**src/design/ufbd_pkg.sv**
```systemverilog
// ----------------------------------------------------------------------------
// ufbd_pkg
// Shared widths and constants for the UART fractional baud divider search.
// ----------------------------------------------------------------------------
package ufbd_pkg;

  // Field widths
  localparam int CLOCK_W    = 28;  // peripheral clock in Hz
  localparam int BAUD_W     = 24;  // requested baud
  localparam int FRAC_W     = 4;   // MULVAL / DIVADDVAL
  localparam int DIVISOR_W  = 16;  // divisor latch field (DLM:DLL)
  localparam int ACHIEVED_W = 24;  // achieved baud field

  // 16x oversampling
  localparam int OVS_SHIFT = 4;
  localparam int DEN_W     = BAUD_W + OVS_SHIFT;

  // Divisor register width (default)
  localparam int DIVISOR_BITS_DEFAULT = 16;

  // Reset value of the clock register
  localparam logic [CLOCK_W-1:0] CLOCK_HZ_RESET = CLOCK_W'(60000000);

  // Largest MULVAL
  localparam logic [FRAC_W-1:0] MUL_MAX = 4'd15;

endpackage

```
**src/design/ufbd_divider.sv**
```systemverilog
// ----------------------------------------------------------------------------
// ufbd_divider
// Restoring radix-2 divider, one quotient bit per cycle, shared by the
// quotient step and the achieved-baud step of the search.
// ----------------------------------------------------------------------------
module ufbd_divider #(
  parameter int NUM_W = ufbd_pkg::CLOCK_W,
  parameter int DEN_W = ufbd_pkg::DEN_W
) (
  input  logic             clk,
  input  logic             rst,
  input  logic             start,
  input  logic [NUM_W-1:0] num,
  input  logic [DEN_W-1:0] den,
  output logic             done,
  output logic [NUM_W-1:0] quot,
  output logic [DEN_W-1:0] rem
);

  localparam int CNT_W = $clog2(NUM_W + 1);

  logic [NUM_W-1:0] z;      // numerator shifting out, quotient shifting in
  logic [DEN_W-1:0] r;      // partial remainder
  logic [DEN_W-1:0] dv;     // latched divisor
  logic [CNT_W-1:0] cnt;    // bits left
  logic [DEN_W:0]   trial;
  logic             ge;

  // Trial subtraction of one step
  assign trial = {r, z[NUM_W-1]};
  assign ge    = (trial >= {1'b0, dv});

  // Control
  always_ff @(posedge clk) begin
    if (rst) begin
      cnt  <= '0;
      done <= 1'b0;
    end else begin
      done <= 1'b0;
      if (start) begin
        cnt <= CNT_W'(NUM_W);
      end else if (cnt != '0) begin
        cnt  <= cnt - 1'b1;
        done <= (cnt == CNT_W'(1));
      end
    end
  end

  // Datapath
  always_ff @(posedge clk) begin
    if (start) begin
      z  <= num;
      r  <= '0;
      dv <= den;
    end else if (cnt != '0) begin
      z <= {z[NUM_W-2:0], ge};
      if (ge) begin
        r <= DEN_W'(trial - {1'b0, dv});
      end else begin
        r <= trial[DEN_W-1:0];
      end
    end
  end

  assign quot = z;
  assign rem  = r;

endmodule

```
**src/design/uart_fractional_baud_divider_search_top.sv**
```systemverilog
// ----------------------------------------------------------------------------
// uart_fractional_baud_divider_search_top
// Picks divisor, MULVAL and DIVADDVAL for a requested baud with the smallest
// exact relative error, and reports the achieved baud.
// ----------------------------------------------------------------------------
// Search: when the clock is an exact multiple of 16x baud the start point is kept;
//   else each MULVAL/DIVADDVAL pair (0 < DIVADDVAL < MULVAL) of 2 or 3 candidate divisors
//   is tried on the shared 28x21 multiplier. The 28-step serial divider then gives the achieved baud.
// Flow: one item at a time; in_ready is high only while idle, and a finished
//   result waits in the output register without blocking input.
// Reset: clock_hz returns to 60 MHz, sequencer idle, no result pending.
// ----------------------------------------------------------------------------
module uart_fractional_baud_divider_search_top #(
  parameter int DIVISOR_BITS = ufbd_pkg::DIVISOR_BITS_DEFAULT
) (
  input  logic                              clk,
  input  logic                              rst,
  // configuration
  input  logic                              cfg_wr_en,
  input  logic [ufbd_pkg::CLOCK_W-1:0]      cfg_wr_data,
  // input item
  input  logic                              in_valid,
  output logic                              in_ready,
  input  logic [ufbd_pkg::BAUD_W-1:0]       requested_baud,
  // result item
  output logic                              out_valid,
  input  logic                              out_ready,
  output logic [ufbd_pkg::DIVISOR_W-1:0]    divisor,
  output logic [ufbd_pkg::FRAC_W-1:0]       mul_value,
  output logic [ufbd_pkg::FRAC_W-1:0]       add_value,
  output logic [ufbd_pkg::ACHIEVED_W-1:0]   achieved_baud,
  output logic                              divisor_saturated
);

  // Widths
  localparam int CLOCK_W = ufbd_pkg::CLOCK_W;
  localparam int DEN_W   = ufbd_pkg::DEN_W;
  localparam int FRAC_W  = ufbd_pkg::FRAC_W;
  localparam int DB      = DIVISOR_BITS;
  localparam int P_W     = CLOCK_W + 1;          // den * cd
  localparam int N_W     = P_W + 5;              // den * cd * (m + a), error
  localparam int W_W     = DB + 5;               // cd * (m + a)
  localparam int CM_W    = CLOCK_W + FRAC_W;     // clk * m
  localparam int NL_W    = N_W / 2;              // low half of an error
  localparam int MA_W    = DEN_W;                // multiplier operand a
  localparam int MP_W    = MA_W + W_W;           // multiplier product
  localparam int ACC_W   = N_W + W_W;            // cross product
  localparam int DV_W    = (W_W > DEN_W) ? W_W : DEN_W;
  localparam int OVS     = ufbd_pkg::OVS_SHIFT;

  localparam logic [DB-1:0] MAXD = '1;

  // Sequencer states
  localparam logic [3:0] S_IDLE  = 4'd0;
  localparam logic [3:0] S_DIV1  = 4'd1;
  localparam logic [3:0] S_INIT  = 4'd2;
  localparam logic [3:0] S_INIT2 = 4'd3;
  localparam logic [3:0] S_NEWCD = 4'd4;
  localparam logic [3:0] S_N     = 4'd5;
  localparam logic [3:0] S_MUL   = 4'd6;
  localparam logic [3:0] S_ACC   = 4'd7;
  localparam logic [3:0] S_CMP   = 4'd8;
  localparam logic [3:0] S_ACH   = 4'd9;
  localparam logic [3:0] S_DIV2  = 4'd10;
  localparam logic [3:0] S_DONE  = 4'd11;

  // Partial product phases
  localparam logic [1:0] PH_NL  = 2'd0;
  localparam logic [1:0] PH_NH  = 2'd1;
  localparam logic [1:0] PH_BNL = 2'd2;
  localparam logic [1:0] PH_BNH = 2'd3;

  logic [CLOCK_W-1:0]    clock_hz;
  logic [3:0]            state;

  // Search state
  logic [DEN_W-1:0]      den;
  logic [DB-1:0]         d;         // best divisor
  logic                  sat;
  logic [FRAC_W-1:0]     mul_b;
  logic [FRAC_W-1:0]     add_b;
  logic [N_W-1:0]        best_n;
  logic [W_W-1:0]        best_w;
  logic [CM_W-1:0]       best_cm;
  logic [DB-1:0]         cd;
  logic [DB-1:0]         hi;
  logic [P_W-1:0]        p;
  logic [FRAC_W-1:0]     m;
  logic [FRAC_W-1:0]     a;
  logic [CM_W-1:0]       cm;
  logic [N_W-1:0]        denw;
  logic [N_W-1:0]        denw_m;
  logic [W_W-1:0]        w;
  logic [W_W-1:0]        w_m;
  logic [N_W-1:0]        n;
  logic [1:0]            ph;
  logic [MP_W-1:0]       mul_p;
  logic [ACC_W-1:0]      acc_l;
  logic [ACC_W-1:0]      acc_r;
  logic [ufbd_pkg::ACHIEVED_W-1:0] ach;

  // Shared multiplier operands
  logic [MA_W-1:0]       ma;
  logic [W_W-1:0]        mb;

  // Divider hookup
  logic                  div_start;
  logic [CLOCK_W-1:0]    div_num;
  logic [DV_W-1:0]       div_den;
  logic                  div_done;
  logic [CLOCK_W-1:0]    div_quot;
  logic [DV_W-1:0]       div_rem;

  // Misc combinational
  logic [ufbd_pkg::BAUD_W-1:0] baud_eff;
  logic [DEN_W-1:0]      den_in;
  logic [DB-1:0]         q_sel;
  logic                  q_sat;
  logic [P_W-1:0]        dq;
  logic                  in_acc;

  assign in_ready = (state == S_IDLE);
  assign in_acc   = in_valid && in_ready;

  // 16x baud, a zero request counts as 1
  assign baud_eff = (requested_baud == '0) ? ufbd_pkg::BAUD_W'(1) : requested_baud;
  assign den_in   = {baud_eff, {OVS{1'b0}}};

  // Quotient repair: zero becomes one, too large clamps
  always_comb begin
    q_sat = 1'b0;
    if (div_quot == '0) begin
      q_sel = DB'(1);
    end else if (div_quot > CLOCK_W'(MAXD)) begin
      q_sel = MAXD;
      q_sat = 1'b1;
    end else begin
      q_sel = div_quot[DB-1:0];
    end
  end

  assign dq = mul_p[P_W-1:0];

  // Divider input select
  assign div_start = in_acc || (state == S_ACH);
  assign div_num   = (state == S_ACH) ? best_cm[CM_W-1:OVS] : clock_hz;
  assign div_den   = (state == S_ACH) ? DV_W'(best_w) : DV_W'(den_in);

  ufbd_divider #(
    .NUM_W (CLOCK_W),
    .DEN_W (DV_W)
  ) u_div (
    .clk   (clk),
    .rst   (rst),
    .start (div_start),
    .num   (div_num),
    .den   (div_den),
    .done  (div_done),
    .quot  (div_quot),
    .rem   (div_rem)
  );

  // Multiplier operand select
  always_comb begin
    ma = '0;
    mb = '0;
    case (state)
      S_INIT: begin
        ma = den;
        mb = W_W'(d);
      end
      S_MUL: begin
        case (ph)
          PH_NL: begin
            ma = MA_W'(n[NL_W-1:0]);
            mb = best_w;
          end
          PH_NH: begin
            ma = MA_W'(n[N_W-1:NL_W]);
            mb = best_w;
          end
          PH_BNL: begin
            ma = MA_W'(best_n[NL_W-1:0]);
            mb = w;
          end
          PH_BNH: begin
            ma = MA_W'(best_n[N_W-1:NL_W]);
            mb = w;
          end
          default: begin
            ma = '0;
            mb = '0;
          end
        endcase
      end
      default: begin
        ma = '0;
        mb = '0;
      end
    endcase
  end

  // Registered product
  always_ff @(posedge clk) begin
    mul_p <= MP_W'(ma) * MP_W'(mb);
  end

  // Clock register
  always_ff @(posedge clk) begin
    if (rst) begin
      clock_hz <= ufbd_pkg::CLOCK_HZ_RESET;
    end else if (cfg_wr_en) begin
      clock_hz <= cfg_wr_data;
    end
  end

  // Sequencer and control
  always_ff @(posedge clk) begin
    if (rst) begin
      state     <= S_IDLE;
      out_valid <= 1'b0;
    end else begin
      if (out_valid && out_ready) begin
        out_valid <= 1'b0;
      end
      case (state)
        S_IDLE: begin
          if (in_valid) begin
            state <= S_DIV1;
          end
        end
        S_DIV1: begin
          if (div_done) begin
            state <= (div_rem != '0) ? S_INIT : S_ACH;
          end
        end
        S_INIT:  state <= S_INIT2;
        S_INIT2: state <= S_NEWCD;
        S_NEWCD: state <= S_N;
        S_N:     state <= S_MUL;
        S_MUL: begin
          if (ph == PH_BNH) begin
            state <= S_ACC;
          end
        end
        S_ACC:   state <= S_CMP;
        S_CMP: begin
          if (a < m - 1'b1 || m < ufbd_pkg::MUL_MAX) begin
            state <= S_N;
          end else if (cd != hi) begin
            state <= S_NEWCD;
          end else begin
            state <= S_ACH;
          end
        end
        S_ACH:   state <= S_DIV2;
        S_DIV2: begin
          if (div_done) begin
            state <= S_DONE;
          end
        end
        S_DONE: begin
          if (!out_valid || out_ready) begin
            out_valid <= 1'b1;
            state     <= S_IDLE;
          end
        end
        default: state <= S_IDLE;
      endcase
    end
  end

  // Search datapath
  always_ff @(posedge clk) begin
    case (state)
      S_IDLE: begin
        if (in_valid) begin
          den <= den_in;
        end
      end
      S_DIV1: begin
        // start point: D = q, fraction 0/1
        if (div_done) begin
          d       <= q_sel;
          sat     <= q_sat;
          best_w  <= W_W'(q_sel);
          best_cm <= CM_W'(clock_hz);
          mul_b   <= FRAC_W'(1);
          add_b   <= '0;
        end
      end
      S_INIT2: begin
        // error of the start point and the divisor range
        if (dq >= P_W'(clock_hz)) begin
          best_n <= N_W'(dq - P_W'(clock_hz));
        end else begin
          best_n <= N_W'(P_W'(clock_hz) - dq);
        end
        if (d > DB'(1)) begin
          cd <= d - 1'b1;
          p  <= dq - P_W'(den);
        end else begin
          cd <= DB'(1);
          p  <= dq;
        end
        hi <= (d != MAXD) ? d + 1'b1 : MAXD;
      end
      S_NEWCD: begin
        // first candidate of a divisor: m = 2, a = 1, weight 3
        denw   <= N_W'(p) + (N_W'(p) << 1);
        denw_m <= N_W'(p) + (N_W'(p) << 1);
        w      <= W_W'(cd) + (W_W'(cd) << 1);
        w_m    <= W_W'(cd) + (W_W'(cd) << 1);
        m      <= FRAC_W'(2);
        a      <= FRAC_W'(1);
        cm     <= CM_W'(clock_hz) << 1;
      end
      S_N: begin
        if (denw >= N_W'(cm)) begin
          n <= denw - N_W'(cm);
        end else begin
          n <= N_W'(cm) - denw;
        end
        ph <= PH_NL;
      end
      S_MUL: begin
        ph <= ph + 1'b1;
        case (ph)
          PH_NH:   acc_l <= ACC_W'(mul_p);
          PH_BNL:  acc_l <= acc_l + (ACC_W'(mul_p) << NL_W);
          PH_BNH:  acc_r <= ACC_W'(mul_p);
          default: acc_r <= acc_r;
        endcase
      end
      S_ACC: begin
        acc_r <= acc_r + (ACC_W'(mul_p) << NL_W);
      end
      S_CMP: begin
        // keep strictly better candidate
        if (acc_l < acc_r) begin
          best_n  <= n;
          best_w  <= w;
          best_cm <= cm;
          d       <= cd;
          mul_b   <= m;
          add_b   <= a;
        end
        // step to next candidate
        if (a < m - 1'b1) begin
          a    <= a + 1'b1;
          denw <= denw + N_W'(p);
          w    <= w + W_W'(cd);
        end else if (m < ufbd_pkg::MUL_MAX) begin
          m      <= m + 1'b1;
          a      <= FRAC_W'(1);
          cm     <= cm + CM_W'(clock_hz);
          denw   <= denw_m + N_W'(p);
          denw_m <= denw_m + N_W'(p);
          w      <= w_m + W_W'(cd);
          w_m    <= w_m + W_W'(cd);
        end else if (cd != hi) begin
          cd <= cd + 1'b1;
          p  <= p + P_W'(den);
        end
      end
      S_DIV2: begin
        if (div_done) begin
          ach <= div_quot[ufbd_pkg::ACHIEVED_W-1:0];
        end
      end
      default: begin
        ph <= ph;
      end
    endcase
  end

  // Output register
  always_ff @(posedge clk) begin
    if (state == S_DONE && (!out_valid || out_ready)) begin
      divisor           <= ufbd_pkg::DIVISOR_W'(d);
      mul_value         <= mul_b;
      add_value         <= add_b;
      achieved_baud     <= ach;
      divisor_saturated <= sat;
    end
  end

endmodule
```
**config.mk**
```make
export PLATFORM = sky130hd
export DESIGN_NAME = uart_fractional_baud_divider_search_top
export DESIGN_NICKNAME = d
export VERILOG_FILES = /design/src/design/ufbd_pkg.sv /design/src/design/ufbd_divider.sv /design/src/design/uart_fractional_baud_divider_search_top.sv
export SDC_FILE = /design/constraint.sdc
export NUM_CORES = 2
export LEC_CHECK = 0
export BUFFER_PORTS_ARGS = -buffer_cell sky130_fd_sc_hd__buf_2
export CAP_MARGIN = 25
export CORE_MARGIN = 3
export CORE_UTILIZATION = 35
export DETAILED_ROUTE_END_ITERATION = 16
export PLACE_DENSITY_LB_ADDON = 0.12
export SLEW_MARGIN = 5
export SYNTH_ARGS = -nofsm -noshare
export SYNTH_HDL_FRONTEND = slang
export SYNTH_SLANG_ARGS = --single-unit
```
**constraint.sdc**
```tcl
create_clock -name clk -period 10.25 [get_ports clk]
set_input_delay 0.5125 -clock clk [delete_from_list [all_inputs] [get_ports clk]]
set_output_delay 0.5125 -clock clk [all_outputs]
set_load 0.02 [all_outputs]
```
# Word level (Yosys, flattened, before mapping)
# Cells that the tools add are included.
# word_totals
reg_bits,738
out_inout_bits,51
wordCells,216
# op_classes
mux,79
magnitude_cmp,8
multipliers,1
addsub,24
bitwise_logic,1
reduce_logical,35
eq_ne,28
# op_table
op,count
55-bit case mux with 2 select lines,2
21-bit case mux with 2 select lines,5
34-bit 2-to-1 mux,6
34-bit case mux with 2 select lines,3
16-bit 2-to-1 mux,8
32-bit 2-to-1 mux,4
32-bit case mux with 2 select lines,2
21-bit 2-to-1 mux,6
29-bit 2-to-1 mux,4
28-bit 2-to-1 mux,4
28-bit case mux with 4 select lines,1
55-bit adder,2
34-bit by 29-bit adder with 34-bit output,2
4-bit 2-to-1 mux,16
16-bit case mux with 2 select lines,2
29-bit by 28-bit >= comparator with 1-bit output,2
29-bit case mux with 2 select lines,1
28-bit case mux with 2 select lines,1
55-bit less-than comparator,1
55-bit 2-to-1 mux,1
28-bit by 21-bit multiplier with 49-bit output,1
4-bit case mux with 12 select lines,1
21-bit by 16-bit adder with 21-bit output,2
34-bit by 32-bit >= comparator with 1-bit output,1
other kinds (54),98

# Longest topological paths before layout
# logic_depth
word_depth,5
ltp_mapped,36
mapped_depth_nobuf,32

# By module
# From an unflattened synthesis, not the netlist that was laid out.
# hier_totals
cells_unflattened,7827
area_unflattened_um2,71478.6
# modules_own_cells
module,area_per_inst_um2,cells_each,instances
uart_fractional_baud_divider_search_top,66399.9,7323,1
ufbd_divider,5078.6,504,1

# Worst setup path after synthesis
# Ideal clock, no wire load.
# synth_path
kind,register to register
startpoint,register m[0]
endpoint,register cm[0] (enable)
stages_incl_launch_ff,12
t_arrival_ns,8.133
required_time_ns,9.598
setup_slack_ns,1.465
synth_period_minus_slack_ns,8.785
n_path_buf,2
path_cell_list,edfxtp_1 inv_1 ha_1 ha_1 o21a_1 o21ai_0 nand2b_1 a21o_1 clkbuf_1 clkbuf_1 a31oi_1 nor3_1
# synth_between
elab_chain_cells,4
elab_cells_between_ends,6
# synth_rtl
element,line_no,rtl
"start, declared",uart_fractional_baud_divider_search_top.sv:88,logic [FRAC_W-1:0] m;
"start signal, assigned",uart_fractional_baud_divider_search_top.sv:354,m <= m + 1'b1;
4-bit by 1-bit subtractor with 4-bit output,uart_fractional_baud_divider_search_top.sv:349,if (a < m - 1'b1) begin
4-bit less-than comparator,uart_fractional_baud_divider_search_top.sv:349,
2-bit inequality test (no line),-,
3-bit AND reduction (no line) *,-,
"end signal, assigned",uart_fractional_baud_divider_search_top.sv:316,cm <= CM_W'(clock_hz) << 1;
"end signal, assigned",uart_fractional_baud_divider_search_top.sv:356,cm <= cm + CM_W'(clock_hz);
"end, declared",uart_fractional_baud_divider_search_top.sv:90,logic [CM_W-1:0] cm;
# Every way passes the cells marked *; elsewhere a longest branch is shown, timed or not.
# A chain may end at the register's enable or synchronous reset.

# Final worst setup path
# layout_path
startpoint,register ph[0]
endpoint,register mul_p[45]
# layout_between
elab_chain_cells,5
elab_cells_between_ends,11
# layout_rtl
element,line_no,rtl
"start, declared",uart_fractional_baud_divider_search_top.sv:96,logic [1:0] ph;
"start signal, assigned",uart_fractional_baud_divider_search_top.sv:327,ph <= ph + 1'b1;
"start signal, assigned",uart_fractional_baud_divider_search_top.sv:372,ph <= ph;
2-bit == test (tied with other cells),uart_fractional_baud_divider_search_top.sv:173,case (ph)
2-bit OR reduction (no line),-,
21-bit case mux with 2 select lines,uart_fractional_baud_divider_search_top.sv:173,
21-bit case mux with 2 select lines,uart_fractional_baud_divider_search_top.sv:167,case (state)
28-bit by 21-bit multiplier with 49-bit output *,uart_fractional_baud_divider_search_top.sv:205,mul_p <= MP_W'(ma) * MP_W'(mb);
"end signal, assigned",uart_fractional_baud_divider_search_top.sv:205,
"end, declared",uart_fractional_baud_divider_search_top.sv:97,logic [MP_W-1:0] mul_p;
# Every way passes the cells marked *; elsewhere a longest branch is shown, timed or not. The select of a mux whose other input is x is not followed.

==> run_results.csv <==
group,metric,value,unit
detailed_routing,antenna_left,0,
min_path,min_path_type,"primary input to flip-flop",
detailed_routing,first_pass_iters,7,
global_routing,first_global_vias,56973,
detailed_routing,dr.first_iter.drc_count,5339,
run_status,outcome,"complete, no violations",
detailed_routing,routed_wl,265000,um
cts,post_cts_buffers,0,
cts,clock-sinks,734,
cts,h-tree-depth,3,
setup_path,critPathSlowestCell,"ha_1",
finish,drive_gt1_share,6.37,%
global_routing,grt_pass1_wl,390000,um
sta,finalCritPeriodShare,92.3,%
global_routing,grt_usage,25.1,%
power_and_ir_drop,leakage,34.8,nW
synth,synth_enable_flop_cells,618,
die,initial_core_util,35.3,%
cts,clock_latency,0.77,ns
synth,synth-seq-cells,734,
synth,synthArstFlopShare,0,%
power_and_ir_drop,vdd.ir_drop.worst,144,uV
cts,clk_pin_slew_worst_paths,0.06,ns
sta,rsz0062_at_grt,"no",
sta,drv_slew,0,
synth,synth_flop_cell,"edfxtp_1",
synth,ys_types,101,
finish,area_delta_synth_final,10.8,%
finish,n_fill_cell,20283,
finish,final_nets,9119,
synth,synth_warnings,0,
global_routing,grt_max_degree,139,
synth,syn_inst,7785,
finish,final_cell_count_no_fill,10633,
placed_design,dp.cells,10407,
detailed_routing,wire_per_inst,25.0,um
sta,setup_tns,0,ns
global_routing,grt_overflow,0,
sta,finalClockSkew,0.0404,ns
sta,fin_crit,9.47,ns
setup_path,critical_path_class,"flip-flop to flip-flop",
die,rows,164,
setup_path,crit_fanout,34,
detailed_routing,vias,57835,
setup_path,arrival,10.10,ns
sta,fmax,0.106,GHz
cts,clk_path_buf_depth,3,
sta,whs,0.0713,ns
die,coreArea,200000,um2
die,die_h,456,um
sta,slew_headroom,30.0,%
die,fp.dieW,456,um
cts,tritoncts,"yes",
sta,finalSetupViolations,0,
sta,tightest_slew,1.05,ns
setup_path,cp_common_cell,"fa_1",
placed_design,place_congestion,0.943,
synth,yosysTopAreaCell,"edfxtp_1",
die,pin_count,108,
synth,synth_top_cell_area_share,26.2,%
setup_path,worstSetupStartpointType,"flip-flop",
die,die-area,208000,um2
global_routing,antenna_found_initial,8,
synth,yosysSeqAreaShare,29.5,%
finish,multiInputGateArea,45600,um2
synth,synth_area_leaders,"edfxtp_1, fa_1, ha_1, inv_1, nand2_1",
setup_path,worstSetupEndpointType,"flip-flop",
placed_design,dp_hpwl,211000,um
synth,syn_area_per_cell,9.10,um2
flow_run,cap_violations,0,
synth,syn-cell-area,70800,um2
detailed_routing,avgViaCountPerCell,5.44,
finish,regArea,20900,um2
power_and_ir_drop,power.density,210,nW/um2
sta,hold_viol_final,0,
setup_path,crit_required,10.89,ns
placed_design,io_buffer_count,107,
cts,cts_made_buffers,94,
setup_path,max_stage_delay,0.86,ns
cts,clock-root-buffer,"clkbuf_16",
detailed_routing,route.detailed.drc,0,
## cells in the mapped netlist (40+ instances only)
cell	instances
inv_1	902
nand2_1	859
nor2_1	691
ha_1	664
edfxtp_1	618
fa_1	507
a21oi_1	494
o21ai_0	423
clkbuf_1	270
a21o_1	257
xnor2_1	253
xor2_1	199
nand3_1	119
dfxtp_1	116
nand2b_1	110
nor2b_1	80
a31oi_1	79
nor3_1	78
mux2i_1	75
and3_1	73
o21a_1	68
a211oi_1	67
nand4_1	62
o21bai_1	57
and2_1	45
nor4_1	41
o211ai_1	40
## critical path, delay by kind of cell (launching register included)
| kind | cells | cell delay (ns) |
|---|---|---|
| AOI/OAI and AO/OA | 9 | 2.97 |
| xor gates and xnor gates | 1 | 0.08 |
| adders and majority gates | 9 | 4.92 |
| buffers and inverters | 5 | 0.38 |
| DFF | 1 | 0.46 |
| and+or+nand+nor | 4 | 0.53 |
## kinds of logic after synthesis
family	share of synthesized area [%]
mux	1.49
compound gates	16.5
buf+inv	6.67
flops	29.5
xor+xnor	5.59
simple gates	14.2
fa+ha+maj	26.1
other cells	0.0106
## routing by layer
| layer | global-route usage, % | wire, um |
|---|---|---|
| met1 | 36.7 | 126000 |
| met2 | 38.8 | 116000 |
| met3 | 3.15 | 15600 |
| met4 | 6.89 | 7860 |
| met5 | 0 | 10 |
## cells in the final DEF (no fill, tap or decap), types with 44 or more instances in the layout
master,synthesis,layout
conb_1,2,55
nor3_1,78,75
a21o_1,257,256
edfxtp_1,618,618
mux2i_1,75,75
o21ai_0,423,416
a31oi_1,79,79
o21bai_1,57,56
nor2_1,691,684
dlygate4sd3_1,0,44
buf_4,1,138
nand2_1,859,856
a211oi_1,67,67
clkbuf_16,0,96
and3_1,73,73
nand2b_1,110,110
nand4_1,62,62
ha_1,664,663
o21a_1,68,68
buf_2,35,107
nor2b_1,80,77
nand3_1,119,118
and2_1,45,44
dfxtp_1,116,116
xor2_1,199,199
a21oi_1,494,493
fa_1,507,507
xnor2_1,253,253
inv_1,902,902
## cell type report
class                           instances  area share, %
Antenna cell                            4         0.0128
Clock buffer                          112           3.15
Clock inverter                         66          0.910
Inverter                              904           4.32
Multi-Input combinational cell       5863           58.1
Sequential cell                       734           26.6
Tap cell                             2656           4.23
Timing Repair Buffer                  294           2.69
## through the flow
step | worst slack [ns] | power (W) | util, % | cell area (um2)
2_1_floorplan | 1.47 | 0.0100 | - | 71000
3_3_place_gp | 0.916 | 0.0128 | 37.3 | 74800
3_5_place_dp | 0.880 | 0.0128 | 37.3 | 74900
4_1_cts | 0.820 | 0.0164 | 39.1 | 78500
5_1_grt | 0.250 | 0.0175 | 39.1 | 78500
6_report | 0.784 | 0.0165 | 39.2 | 78500
## sequential cells by signal (all words and copies together) (netlist names), 32 cells and up
register and cells:
acc_l 55, acc_r 55, best_n 34, cm 32, denw 34, denw_m 34
mul_p 49, n 34
## repair_timing
action | in CTS | in global routing
endpoints found under the hold margin | 44 | 0
hold buffers | 44 | 0
gates resized for setup | 0 | 0
## final timing paths
check                        from  cells past startpoint                end  slack (ns)
hold / removal    cfg_wr_data[16]                      3       clock_hz[16]        0.07
setup / recovery            ph[0]                     28          mul_p[45]        0.78
setup reg to reg            ph[0]                     28          mul_p[45]        0.78
hold reg to reg           ach[16]                      0  achieved_baud[16]        0.41
## power by group
group          total [W]  internal (W)  switching [W]  leakage [nW]
clock network    0.00353       0.00202        0.00151          1.53
registers        0.00477       0.00404       0.000730          6.62
logic            0.00816       0.00297        0.00519          26.7
total             0.0165       0.00903        0.00743          34.8
(Power assumes the default switching activity.)
